`src/design/mts_pkg.sv`:
```
package mts_pkg;

  // stack geometry
  localparam int DEPTH   = 64;
  localparam int DATA_W  = 32;
  localparam int ADDR_W  = $clog2(DEPTH);
  localparam int CNT_W   = $clog2(DEPTH + 1);
  localparam int OP_W    = 2;
  localparam int STAT_W  = 2;

  // request codes
  typedef enum logic [OP_W-1:0] {
    OP_PUSH = 2'd0,
    OP_POP  = 2'd1,
    OP_MIN  = 2'd2,
    OP_NOP  = 2'd3
  } op_t;

  // result status codes
  typedef enum logic [STAT_W-1:0] {
    STAT_OK    = 2'd0,
    STAT_FULL  = 2'd1,
    STAT_EMPTY = 2'd2
  } status_t;

  // control sequencer states
  typedef enum logic {
    S_IDLE   = 1'b0,
    S_REFILL = 1'b1
  } state_t;

endpackage

```
`src/design/mts_ram.sv`:
```
// simple dual-port ram: one write port, one read port with registered data
module mts_ram #(
  parameter int Width = 32,
  parameter int Depth = 64
) (
  input  logic                     clk,
  input  logic                     wr_en,
  input  logic [$clog2(Depth)-1:0] wr_addr,
  input  logic [Width-1:0]         wr_data,
  input  logic [$clog2(Depth)-1:0] rd_addr,
  output logic [Width-1:0]         rd_data
);

  logic [Width-1:0] mem [Depth];

  always_ff @(posedge clk) begin
    if (wr_en) begin
      mem[wr_addr] <= wr_data;
    end
    rd_data <= mem[rd_addr];
  end

endmodule

```
`src/design/min_tracking_stack.sv`:
```
// channel   | direction | handshake          | payload
// ----------+-----------+--------------------+---------------------------------------------
// in_       | in        | in_valid/in_stall  | in_operation, in_value
// out_      | out       | out_valid/out_stall| out_result_value, out_current_min,
//           |           |                    | out_entry_count, out_status
//
// push, min read, refused or empty requests: the result is loaded into the output register as
// the request is taken. pop that leaves the stack non-empty: the new top entry comes back from the
// value and min rams in the cycle after the read is issued.
// rst_n (synchronous) empties the stack; ram contents are left as they are.
// a stalled result holds in the output register; the next request is taken once
// that register is free or drains in the same cycle.
module min_tracking_stack (
  input  logic                                 clk,
  input  logic                                 rst_n,
  input  logic                                 in_valid,
  output logic                                 in_stall,
  input  logic [mts_pkg::OP_W-1:0]             in_operation,
  input  logic signed [mts_pkg::DATA_W-1:0]    in_value,
  output logic                                 out_valid,
  input  logic                                 out_stall,
  output logic signed [mts_pkg::DATA_W-1:0]    out_result_value,
  output logic signed [mts_pkg::DATA_W-1:0]    out_current_min,
  output logic [mts_pkg::CNT_W-1:0]            out_entry_count,
  output logic [mts_pkg::STAT_W-1:0]           out_status
);

  mts_pkg::state_t state_r, state_nxt;
  logic [mts_pkg::CNT_W-1:0] fill_r, fill_nxt;

  // cached copy of the top entry of both stacks
  logic signed [mts_pkg::DATA_W-1:0] top_val_r, top_val_nxt;
  logic signed [mts_pkg::DATA_W-1:0] top_min_r, top_min_nxt;

  // output register
  logic                              out_valid_r, out_valid_nxt;
  logic signed [mts_pkg::DATA_W-1:0] out_result_r, out_result_nxt;
  logic signed [mts_pkg::DATA_W-1:0] out_min_r, out_min_nxt;
  logic [mts_pkg::CNT_W-1:0]         out_count_r, out_count_nxt;
  mts_pkg::status_t                  out_status_r, out_status_nxt;

  // ram ports
  logic                              wr_en;
  logic [mts_pkg::ADDR_W-1:0]        wr_addr;
  logic [mts_pkg::ADDR_W-1:0]        rd_addr;
  logic [mts_pkg::DATA_W-1:0]        rd_val;
  logic [mts_pkg::DATA_W-1:0]        rd_min;

  logic                              out_free;
  logic                              in_fire;
  logic                              is_empty;
  logic                              is_full;
  logic signed [mts_pkg::DATA_W-1:0] push_min;
  logic signed [mts_pkg::DATA_W-1:0] cur_min;
  logic [mts_pkg::CNT_W-1:0]         fill_dec;
  logic [mts_pkg::CNT_W-1:0]         fill_m2;
  logic                              pop_refill;
  mts_pkg::op_t                      op;

  // handshake
  assign out_free = !out_valid_r || !out_stall;
  assign in_stall = (state_r != mts_pkg::S_IDLE) || !out_free;
  assign in_fire  = in_valid && !in_stall;
  assign op       = mts_pkg::op_t'(in_operation);

  // stack status and new minimum on push
  assign is_empty = (fill_r == '0);
  assign is_full  = (fill_r == mts_pkg::CNT_W'(mts_pkg::DEPTH));
  assign push_min = (is_empty || (in_value < top_min_r)) ? in_value : top_min_r;
  assign cur_min  = is_empty ? '0 : top_min_r;
  assign fill_dec = fill_r - mts_pkg::CNT_W'(1);
  assign fill_m2  = fill_r - mts_pkg::CNT_W'(2);

  // pop that needs the entry below the top reloaded from the rams
  assign pop_refill = in_fire && (op == mts_pkg::OP_POP) && (fill_r > mts_pkg::CNT_W'(1));

  // next state
  always_comb begin
    state_nxt = state_r;
    case (state_r)
      mts_pkg::S_IDLE: begin
        if (pop_refill) begin
          state_nxt = mts_pkg::S_REFILL;
        end
      end
      mts_pkg::S_REFILL: begin
        state_nxt = mts_pkg::S_IDLE;
      end
      default: begin
        state_nxt = mts_pkg::S_IDLE;
      end
    endcase
  end

  // datapath and output register loads
  always_comb begin
    fill_nxt       = fill_r;
    top_val_nxt    = top_val_r;
    top_min_nxt    = top_min_r;
    out_valid_nxt  = out_valid_r && out_stall;
    out_result_nxt = out_result_r;
    out_min_nxt    = out_min_r;
    out_count_nxt  = out_count_r;
    out_status_nxt = out_status_r;
    wr_en          = 1'b0;
    wr_addr        = fill_r[mts_pkg::ADDR_W-1:0];
    rd_addr        = fill_m2[mts_pkg::ADDR_W-1:0];
    case (state_r)
      mts_pkg::S_IDLE: begin
        if (in_fire) begin
          out_valid_nxt  = 1'b1;
          out_result_nxt = '0;
          out_min_nxt    = cur_min;
          out_count_nxt  = fill_r;
          out_status_nxt = mts_pkg::STAT_OK;
          case (op)
            mts_pkg::OP_PUSH: begin
              if (is_full) begin
                out_status_nxt = mts_pkg::STAT_FULL;
              end else begin
                wr_en         = 1'b1;
                fill_nxt      = fill_r + mts_pkg::CNT_W'(1);
                top_val_nxt   = in_value;
                top_min_nxt   = push_min;
                out_min_nxt   = push_min;
                out_count_nxt = fill_r + mts_pkg::CNT_W'(1);
              end
            end
            mts_pkg::OP_POP: begin
              if (is_empty) begin
                out_status_nxt = mts_pkg::STAT_EMPTY;
              end else begin
                fill_nxt       = fill_dec;
                out_result_nxt = top_val_r;
                out_count_nxt  = fill_dec;
                out_min_nxt    = '0;
                // result completes once the new top is back from the rams
                if (fill_dec != '0) begin
                  out_valid_nxt = 1'b0;
                end
              end
            end
            mts_pkg::OP_MIN: begin
              if (is_empty) begin
                out_status_nxt = mts_pkg::STAT_EMPTY;
              end else begin
                out_result_nxt = top_min_r;
              end
            end
            default: begin
            end
          endcase
        end
      end
      mts_pkg::S_REFILL: begin
        top_val_nxt   = rd_val;
        top_min_nxt   = rd_min;
        out_min_nxt   = rd_min;
        out_valid_nxt = 1'b1;
      end
      default: begin
      end
    endcase
  end

  // control registers
  always_ff @(posedge clk) begin
    if (!rst_n) begin
      state_r     <= mts_pkg::S_IDLE;
      fill_r      <= '0;
      out_valid_r <= 1'b0;
    end else begin
      state_r     <= state_nxt;
      fill_r      <= fill_nxt;
      out_valid_r <= out_valid_nxt;
    end
  end

  // payload registers
  always_ff @(posedge clk) begin
    top_val_r    <= top_val_nxt;
    top_min_r    <= top_min_nxt;
    out_result_r <= out_result_nxt;
    out_min_r    <= out_min_nxt;
    out_count_r  <= out_count_nxt;
    out_status_r <= out_status_nxt;
  end

  // value stack storage
  mts_ram #(
    .Width(mts_pkg::DATA_W),
    .Depth(mts_pkg::DEPTH)
  ) u_val_ram (
    .clk    (clk),
    .wr_en  (wr_en),
    .wr_addr(wr_addr),
    .wr_data(in_value),
    .rd_addr(rd_addr),
    .rd_data(rd_val)
  );

  // running minimum storage
  mts_ram #(
    .Width(mts_pkg::DATA_W),
    .Depth(mts_pkg::DEPTH)
  ) u_min_ram (
    .clk    (clk),
    .wr_en  (wr_en),
    .wr_addr(wr_addr),
    .wr_data(push_min),
    .rd_addr(rd_addr),
    .rd_data(rd_min)
  );

  assign out_valid        = out_valid_r;
  assign out_result_value = out_result_r;
  assign out_current_min  = out_min_r;
  assign out_entry_count  = out_count_r;
  assign out_status       = out_status_r;

endmodule

```
`config.mk`:
```
export PLATFORM = sky130hd
export DESIGN_NAME = min_tracking_stack
export DESIGN_NICKNAME = d
export VERILOG_FILES = /design/src/design/mts_pkg.sv /design/src/design/mts_ram.sv /design/src/design/min_tracking_stack.sv
export SDC_FILE = /design/constraint.sdc
export NUM_CORES = 2
export LEC_CHECK = 0
export ABC_CLOCK_PERIOD_IN_PS = 7300
export BUFFER_PORTS_ARGS = -buffer_cell sky130_fd_sc_hd__clkbuf_2
export CAP_MARGIN = 20
export CORE_MARGIN = 2
export CORE_UTILIZATION = 35
export CTS_BUF_LIST = sky130_fd_sc_hd__clkbuf_8
export CTS_CLUSTER_DIAMETER = 100
export DETAILED_ROUTE_END_ITERATION = 12
export PLACE_DENSITY_LB_ADDON = 0.12
export SYNTH_ARGS = -nofsm -noshare
export SYNTH_HDL_FRONTEND = slang
export SYNTH_HIERARCHICAL = 1
export SYNTH_SLANG_ARGS = --single-unit
```
`constraint.sdc`:
```
create_clock -name clk -period 7.3 [get_ports clk]
set_input_delay 1.46 -clock clk [delete_from_list [all_inputs] [get_ports clk]]
set_output_delay 1.46 -clock clk [all_outputs]
set_load 0.05 [all_outputs]
```
# Word level (Yosys, flattened, before mapping)
# Memories as Yosys holds them, arrays and structs flattened. A register that Yosys moved wholly into a read port is not among the register bits.
# Cells that the tools add are included.
[classes]
add_sub_neg = 3
n_lt_le_gt_ge = 2
n_eq_ne = 6
muxes = 36
bitwise_logic = 1
n_reduce_logical = 17
[ops]
columns = ["cell", "n"]
rows = [
  ["two-way mux 32 bit", 12],
  ["one-hot mux 32 bit (2 select lines)", 5],
  ["less-than comparator 32 bit", 1],
  ["two-way mux 7 bit", 2],
  ["one-hot mux 7 bit (2 select lines)", 1],
  ["two-way mux 1 bit", 12],
  ["adder 7 x 1 -> 7 bit (second input constant)", 1],
  ["== test 7 bit (second input constant)", 1],
  ["> comparator 7 x 1 -> 1 bit (second input constant)", 1],
  ["logical NOT 7 bit", 1],
  ["nonzero test 7 bit", 1],
  ["subtractor 7 x 1 -> 7 bit (second input constant)", 1],
  ["subtractor 6 x 2 -> 6 bit (second input constant)", 1],
  ["logical AND 1 bit", 4],
  ["logical NOT 1 bit", 4],
  ["!= test 2 bit (second input constant)", 2],
  ["one-hot mux 1 bit (2 select lines)", 2],
  ["one-hot mux 2 bit (2 select lines)", 1],
  ["logical OR 1 bit", 3],
  ["AND reduction 3 bit", 1],
  ["== test 2 x 1 -> 1 bit (second input constant)", 1],
  ["== test 2 bit (second input constant)", 1],
  ["logical NOT 2 bit", 1],
  ["two-way mux 2 bit", 1],
  ["4 further kinds", 4],
]
[totals]
regBits = 146
ramBits = 4096
in_bits = 38
out_inout_bits = 75
word_cells = 76
n_memories = 2
[memory_table]
columns = ["memory", "words", "width", "rd", "rd_clocked_by_memory_dff", "write_ports", "line", "text"]
rows = [
  ["u_min_ram.mem", 64, 32, 1, 1, 1, "mts_ram.sv:14", "logic [Width-1:0] mem [Depth];"],
  ["u_val_ram.mem", 64, 32, 1, 1, 1, "mts_ram.sv:14", ""],
]

# Longest topological paths before layout
[depth]
word_depth = 10
depth_mapped = 13
ltp_nobuf = 9

# Cells and area by module
# The synthesis kept the hierarchy.
[modules_own_cells]
columns = ["module", "instances", "cells_each", "area_per_inst_um2", "seq_area_each_um2"]
rows = [
  ["mts_ram", 2, 3324, 78515.3, 62139.6],
  ["min_tracking_stack", 1, 678, 8274.2, 4294.1],
]

# Worst setup path before layout
# Ideal clock, no wire load.
[synth_path]
path_kind = "input to register"
from = "input port out_stall"
to = "memory u_min_ram.mem[49][0], enable pin"
setup_ps = 461
arrival_ps = 5523
required_ps = 6839
path_slack_ps = 1316
cell_stages = 7
n_path_buf = 0
cell_sequence = "a21oi_1 -> nand2_1 -> clkinv_1 -> and2_1 -> nor2b_1 -> nand4_1 -> nor3_1"
[synth_via]
elab_chain_len = 10
[synth_lines]
columns = ["item", "line", "text"]
rows = [
  ["from (decl)", "min_tracking_stack.sv:21", "input logic out_stall,"],
  ["logical NOT 1 bit", "min_tracking_stack.sv:61", "assign out_free = !out_valid_r || !out_stall;"],
  ["logical OR 1 bit", "min_tracking_stack.sv:61", ""],
  ["logical NOT 1 bit", "min_tracking_stack.sv:62", "assign in_stall = (state_r != mts_pkg::S_IDLE) || !out_free;"],
  ["logical OR 1 bit", "min_tracking_stack.sv:62", ""],
  ["logical NOT 1 bit", "min_tracking_stack.sv:63", "assign in_fire = in_valid && !in_stall;"],
  ["logical AND 1 bit", "min_tracking_stack.sv:63", ""],
  ["two-way mux 1 bit", "min_tracking_stack.sv:110", "if (in_fire) begin"],
  ["two-way mux 1 bit", "min_tracking_stack.sv:108", "case (state_r)"],
  ["via wr_en", "min_tracking_stack.sv:43", "logic wr_en;"],
  ["two-way mux 1 bit", "mts_ram.sv:17", "if (wr_en) begin"],
  ["two-way mux 1 bit (implied by the code)", "mts_ram.sv:18", "mem[wr_addr] <= wr_data;"],
  ["to (decl)", "mts_ram.sv:14", ""],
]
# The timed path passes the listed nets, and every way through them passes these cells.

# Worst setup path after layout
[layout_path]
from = "register fill_r[0] in the netlist's numbering"
to = "memory u_val_ram.mem[46][25], enable pin"
[layout_via]
elab_chain_len = 7
[layout_lines]
columns = ["item", "line", "text"]
rows = [
  ["from (decl)", "min_tracking_stack.sv:29", "logic [mts_pkg::CNT_W-1:0] fill_r, fill_nxt;"],
  ["from (signal assigned)", "min_tracking_stack.sv:174", "fill_r <= fill_nxt;"],
  ["== test 7 bit", "min_tracking_stack.sv:68", "assign is_full = (fill_r == mts_pkg::CNT_W'(mts_pkg::DEPTH));"],
  ["two-way mux 1 bit", "min_tracking_stack.sv:118", "if (is_full) begin"],
  ["two-way mux 1 bit", "min_tracking_stack.sv:116", "case (op)"],
  ["two-way mux 1 bit", "min_tracking_stack.sv:110", ""],
  ["two-way mux 1 bit", "min_tracking_stack.sv:108", ""],
  ["via wr_en", "min_tracking_stack.sv:43", ""],
  ["two-way mux 1 bit", "mts_ram.sv:17", ""],
  ["two-way mux 1 bit (implied by the code)", "mts_ram.sv:18", ""],
  ["to (decl)", "mts_ram.sv:14", ""],
]
# The timed path passes the listed nets, and every way through them passes these cells.

==> run metrics <==
status=finished, final reports clean; Reg2Reg Launch Point=fill_r[0]$_SDFFE_PN0P_; grt ovf=0; routability congestion estimate=0.8078; Synth top cells by count=4233 x edfxtp_1, 1088 x mux4_2, 284 x nor2_1, 189 x mux2i_1, 184 x clkbuf_1; fin. max-slew vios=0; Yosys top cell by area=edfxtp_1; setup TNS=0 ns; Worst Setup EP=u_val_ram/mem[46][25]$_DFFE_PP_; Post-CTS Setup Bufs=0; Arrival @ worst endpoint=6.26 ns; # rows=252; cts hold-fix bufs=0; Synth async-reset ratio=0; clock transition at the registers of the reported paths=0.06 ns; gr usage total=0.2147; initial antenna violation count=54; worst hold margin=0.4873 ns; RSZ-0062 raised after global routing=false; most frequent cell after synthesis=edfxtp_1; CTS tree=yes; dominant cells by area after synthesis=edfxtp_1 77%, mux4_2 15%, mux2i_1 1.1%, dfxtp_1 0.88%, nor2_1 0.64%; max-cap violations=0; critical path's largest stage delay=1.17 ns; critical path depth in cells=9; VDD IR-drop max=0.2200 mV; clock skew=0.1273 ns; Total Wirelength=523600 um; top cell family by delay on the critical path=simple AND/OR/NAND/NOR gates; r2r setup slk=1.97 ns; Crit. Startpoint=fill_r[0]$_SDFFE_PN0P_; final hold violation count=0; Post-CTS Resized=0; Die ar.=477800 um^2; Placed Cells=13612; critical path fanouts, max=32; largest net degree at the start of global routing=102; Die Wd=691.2 um; Layout fillers=41593; Initial Util=0.3512; Post-Syn Area=165300 um^2; leakage=0.05982 uW; Post-Place Setup Slack=1.392 ns; post-layout net count=8203; critical path endpoint category=flip-flop; Area Overhead vs Synth=14.42%; post-route ant nets=0; core area=470700 um^2; 1st-iter DRT viols=9387; Post-Synthesis Cells=7326; synth unique cells=60; CP max-delay cell=nor2_4; Buf+Inv Stages, Crit Path=2; post-synthesis sequential area ratio=0.7778; Fmax=187.7 MHz; Mapped Nets=7406; fin crit share=0.7297; EDFF count, synth=4233; Critical Path Source Type=flip-flop; Seq cells post-synth=4306; Avg Synthesized Cell Area=22.56 um^2; H-tree depth=6; Hold Path Class=flip-flop to flip-flop; Port Buffers=112; clock latency on the worst-skew pair=1.29 ns; final worst slack=1.973 ns; Worst-Margin Slew=1.261 ns; critical path cell sequence=inv_1 > ha_1 > and3_1 > a21oi_4 > and2_1 > nor2b_1 > nand3_1 > nor2_4 > buf_4; CTS root buffer=clkbuf_8; Die H=691.2 um; First-pass DRT Iterations=6; first-pass GRT wire length=712200 um; worst reg2reg path endpoint=u_val_ram/mem[46][25]$_DFFE_PP_; fin cells=14937; ratio of cells with drive above 1 in the final layout=0.3105; Yosys Warn Count=6; routed via count=82802; number of I/O pins=113; CTS buffer count=726; Vias/cell=5.543; Tmin final=5.327 ns; CTS sink count=4306; Pwr Density=293.9 nW/um^2; CP Class=flip-flop to flip-flop; Residual DRC=0; Final HPWL DP=311800 um; Wirelength per Cell=35.05 um; dominant synthesized flop cell=edfxtp_1; vias in the first global route=84461; critical path required time=8.23 ns; post-synth top area share=0.7690; final setup violation count=0; total power=55580 uW; relative slew slack=0.1596; Bufs on Longest Clock Path=4; FF-to-FF path depth=9; Hold Path Depth=2
## registers in the layout, summed over array words and instances (netlist names)
| name | cells |
|---|---|
| fill_r | 7 |
| out_current_min | 32 |
| out_entry_count | 7 |
| out_result_value | 32 |
| out_status | 2 |
| out_valid | 1 |
| state_r | 1 |
| top_min_r | 32 |
| top_val_r | 32 |
| u_min_ram/mem | 2048 |
| u_min_ram/rd_data | 32 |
| u_val_ram/mem | 2048 |
| u_val_ram/rd_data | 32 |
## routing by layer
metal | up-vias | part of all wire | global-route usage
met5 | - | 0.00010 | 0
met4 | 8 | 0.024 | 0.05187
met3 | 718 | 0.078 | 0.04663
met2 | 3366 | 0.47 | 0.3387
met1 | 45822 | 0.43 | 0.3046
li1 | 32888 | - | -
## worst register-to-register path, cell delays in order (launching register included)
cell and delay (ns):
dfxtp_4 0.85, inv_1 0.23, ha_1 0.30, and3_1 0.26
a21oi_4 0.20, and2_1 0.53, nor2b_1 0.38, nand3_1 0.73
nor2_4 1.17, buf_4 0.39
## through the flow
step                instance area, um^2    util
global placement                 175800  0.3734
floorplan                        165300       -
CTS                              189000  0.4016
detailed placement               175900  0.3736
finish                           189100  0.4018
global route                     189100  0.4018
## power by group
| group | switching (uW) | internal, uW |
|---|---|---|
| logic | 4950 | 2330 |
| clock network | 9870 | 10000 |
| registers | 369 | 28000 |
## cells by family after synthesis
kind of cell,after synthesis,share of synthesized area
AO/OA/AOI/OAI,530,0.02169
XOR/XNOR,6,0.0003180
adder cells (fa/ha/maj),42,0.003179
buffers and inverters,456,0.01321
flip-flops,4306,0.7778
multiplexers,1373,0.1667
AND/OR/NAND/NOR,613,0.01714
## how the worst min path moves through the flow
stage,start,endpoint
6_report,u_min_ram/rd_data[19]$_DFF_P_,out_current_min[19]$_DFFE_PP_
5_1_grt,in_value[24],u_val_ram/mem[48][24]$_DFFE_PP_
4_1_cts,in_value[24],u_val_ram/mem[48][24]$_DFFE_PP_
3_5_place_dp,u_val_ram/rd_data[28]$_DFF_P_,top_val_r[28]$_DFFE_PP_
3_3_place_gp,u_val_ram/rd_data[7]$_DFF_P_,top_val_r[7]$_DFFE_PP_
2_1_floorplan,u_val_ram/rd_data[27]$_DFF_P_,top_val_r[27]$_DFFE_PP_
## cells in the final DEF (no fill, tap or decap), types with 20 or more instances in the layout
| cell type | n |
|---|---|
| nor2_4 | 124 |
| nand3_1 | 46 |
| o221ai_1 | 87 |
| o22ai_1 | 169 |
| buf_12 | 34 |
| clkbuf_8 | 773 |
| mux2_2 | 76 |
| nor2b_1 | 62 |
| ha_1 | 41 |
| dfxtp_1 | 71 |
| edfxtp_1 | 4233 |
| mux2i_1 | 189 |
| inv_1 | 310 |
| clkbuf_2 | 90 |
| buf_2 | 22 |
| buf_4 | 333 |
| nor2_1 | 160 |
| a21oi_1 | 138 |
| mux2_4 | 20 |
| nand2_1 | 107 |
| clkinv_2 | 54 |
| a22oi_1 | 56 |
| mux4_2 | 1088 |
| clkinv_1 | 161 |
## final cells by class
type	instances	area (um^2)	share of cell area
flip-flops and latches	4306	128600	0.6798
multi-input cells	2564	35620	0.1883
clock buffers	773	10640	0.05625
well taps	6223	7786	0.04116
repair buffers	480	3769	0.01992
clock inverters	533	2537	0.01342
inverters	45	183.9	0.0009724
diodes	13	32.53	0.0001720
Power figures use the tool's default switching activity.
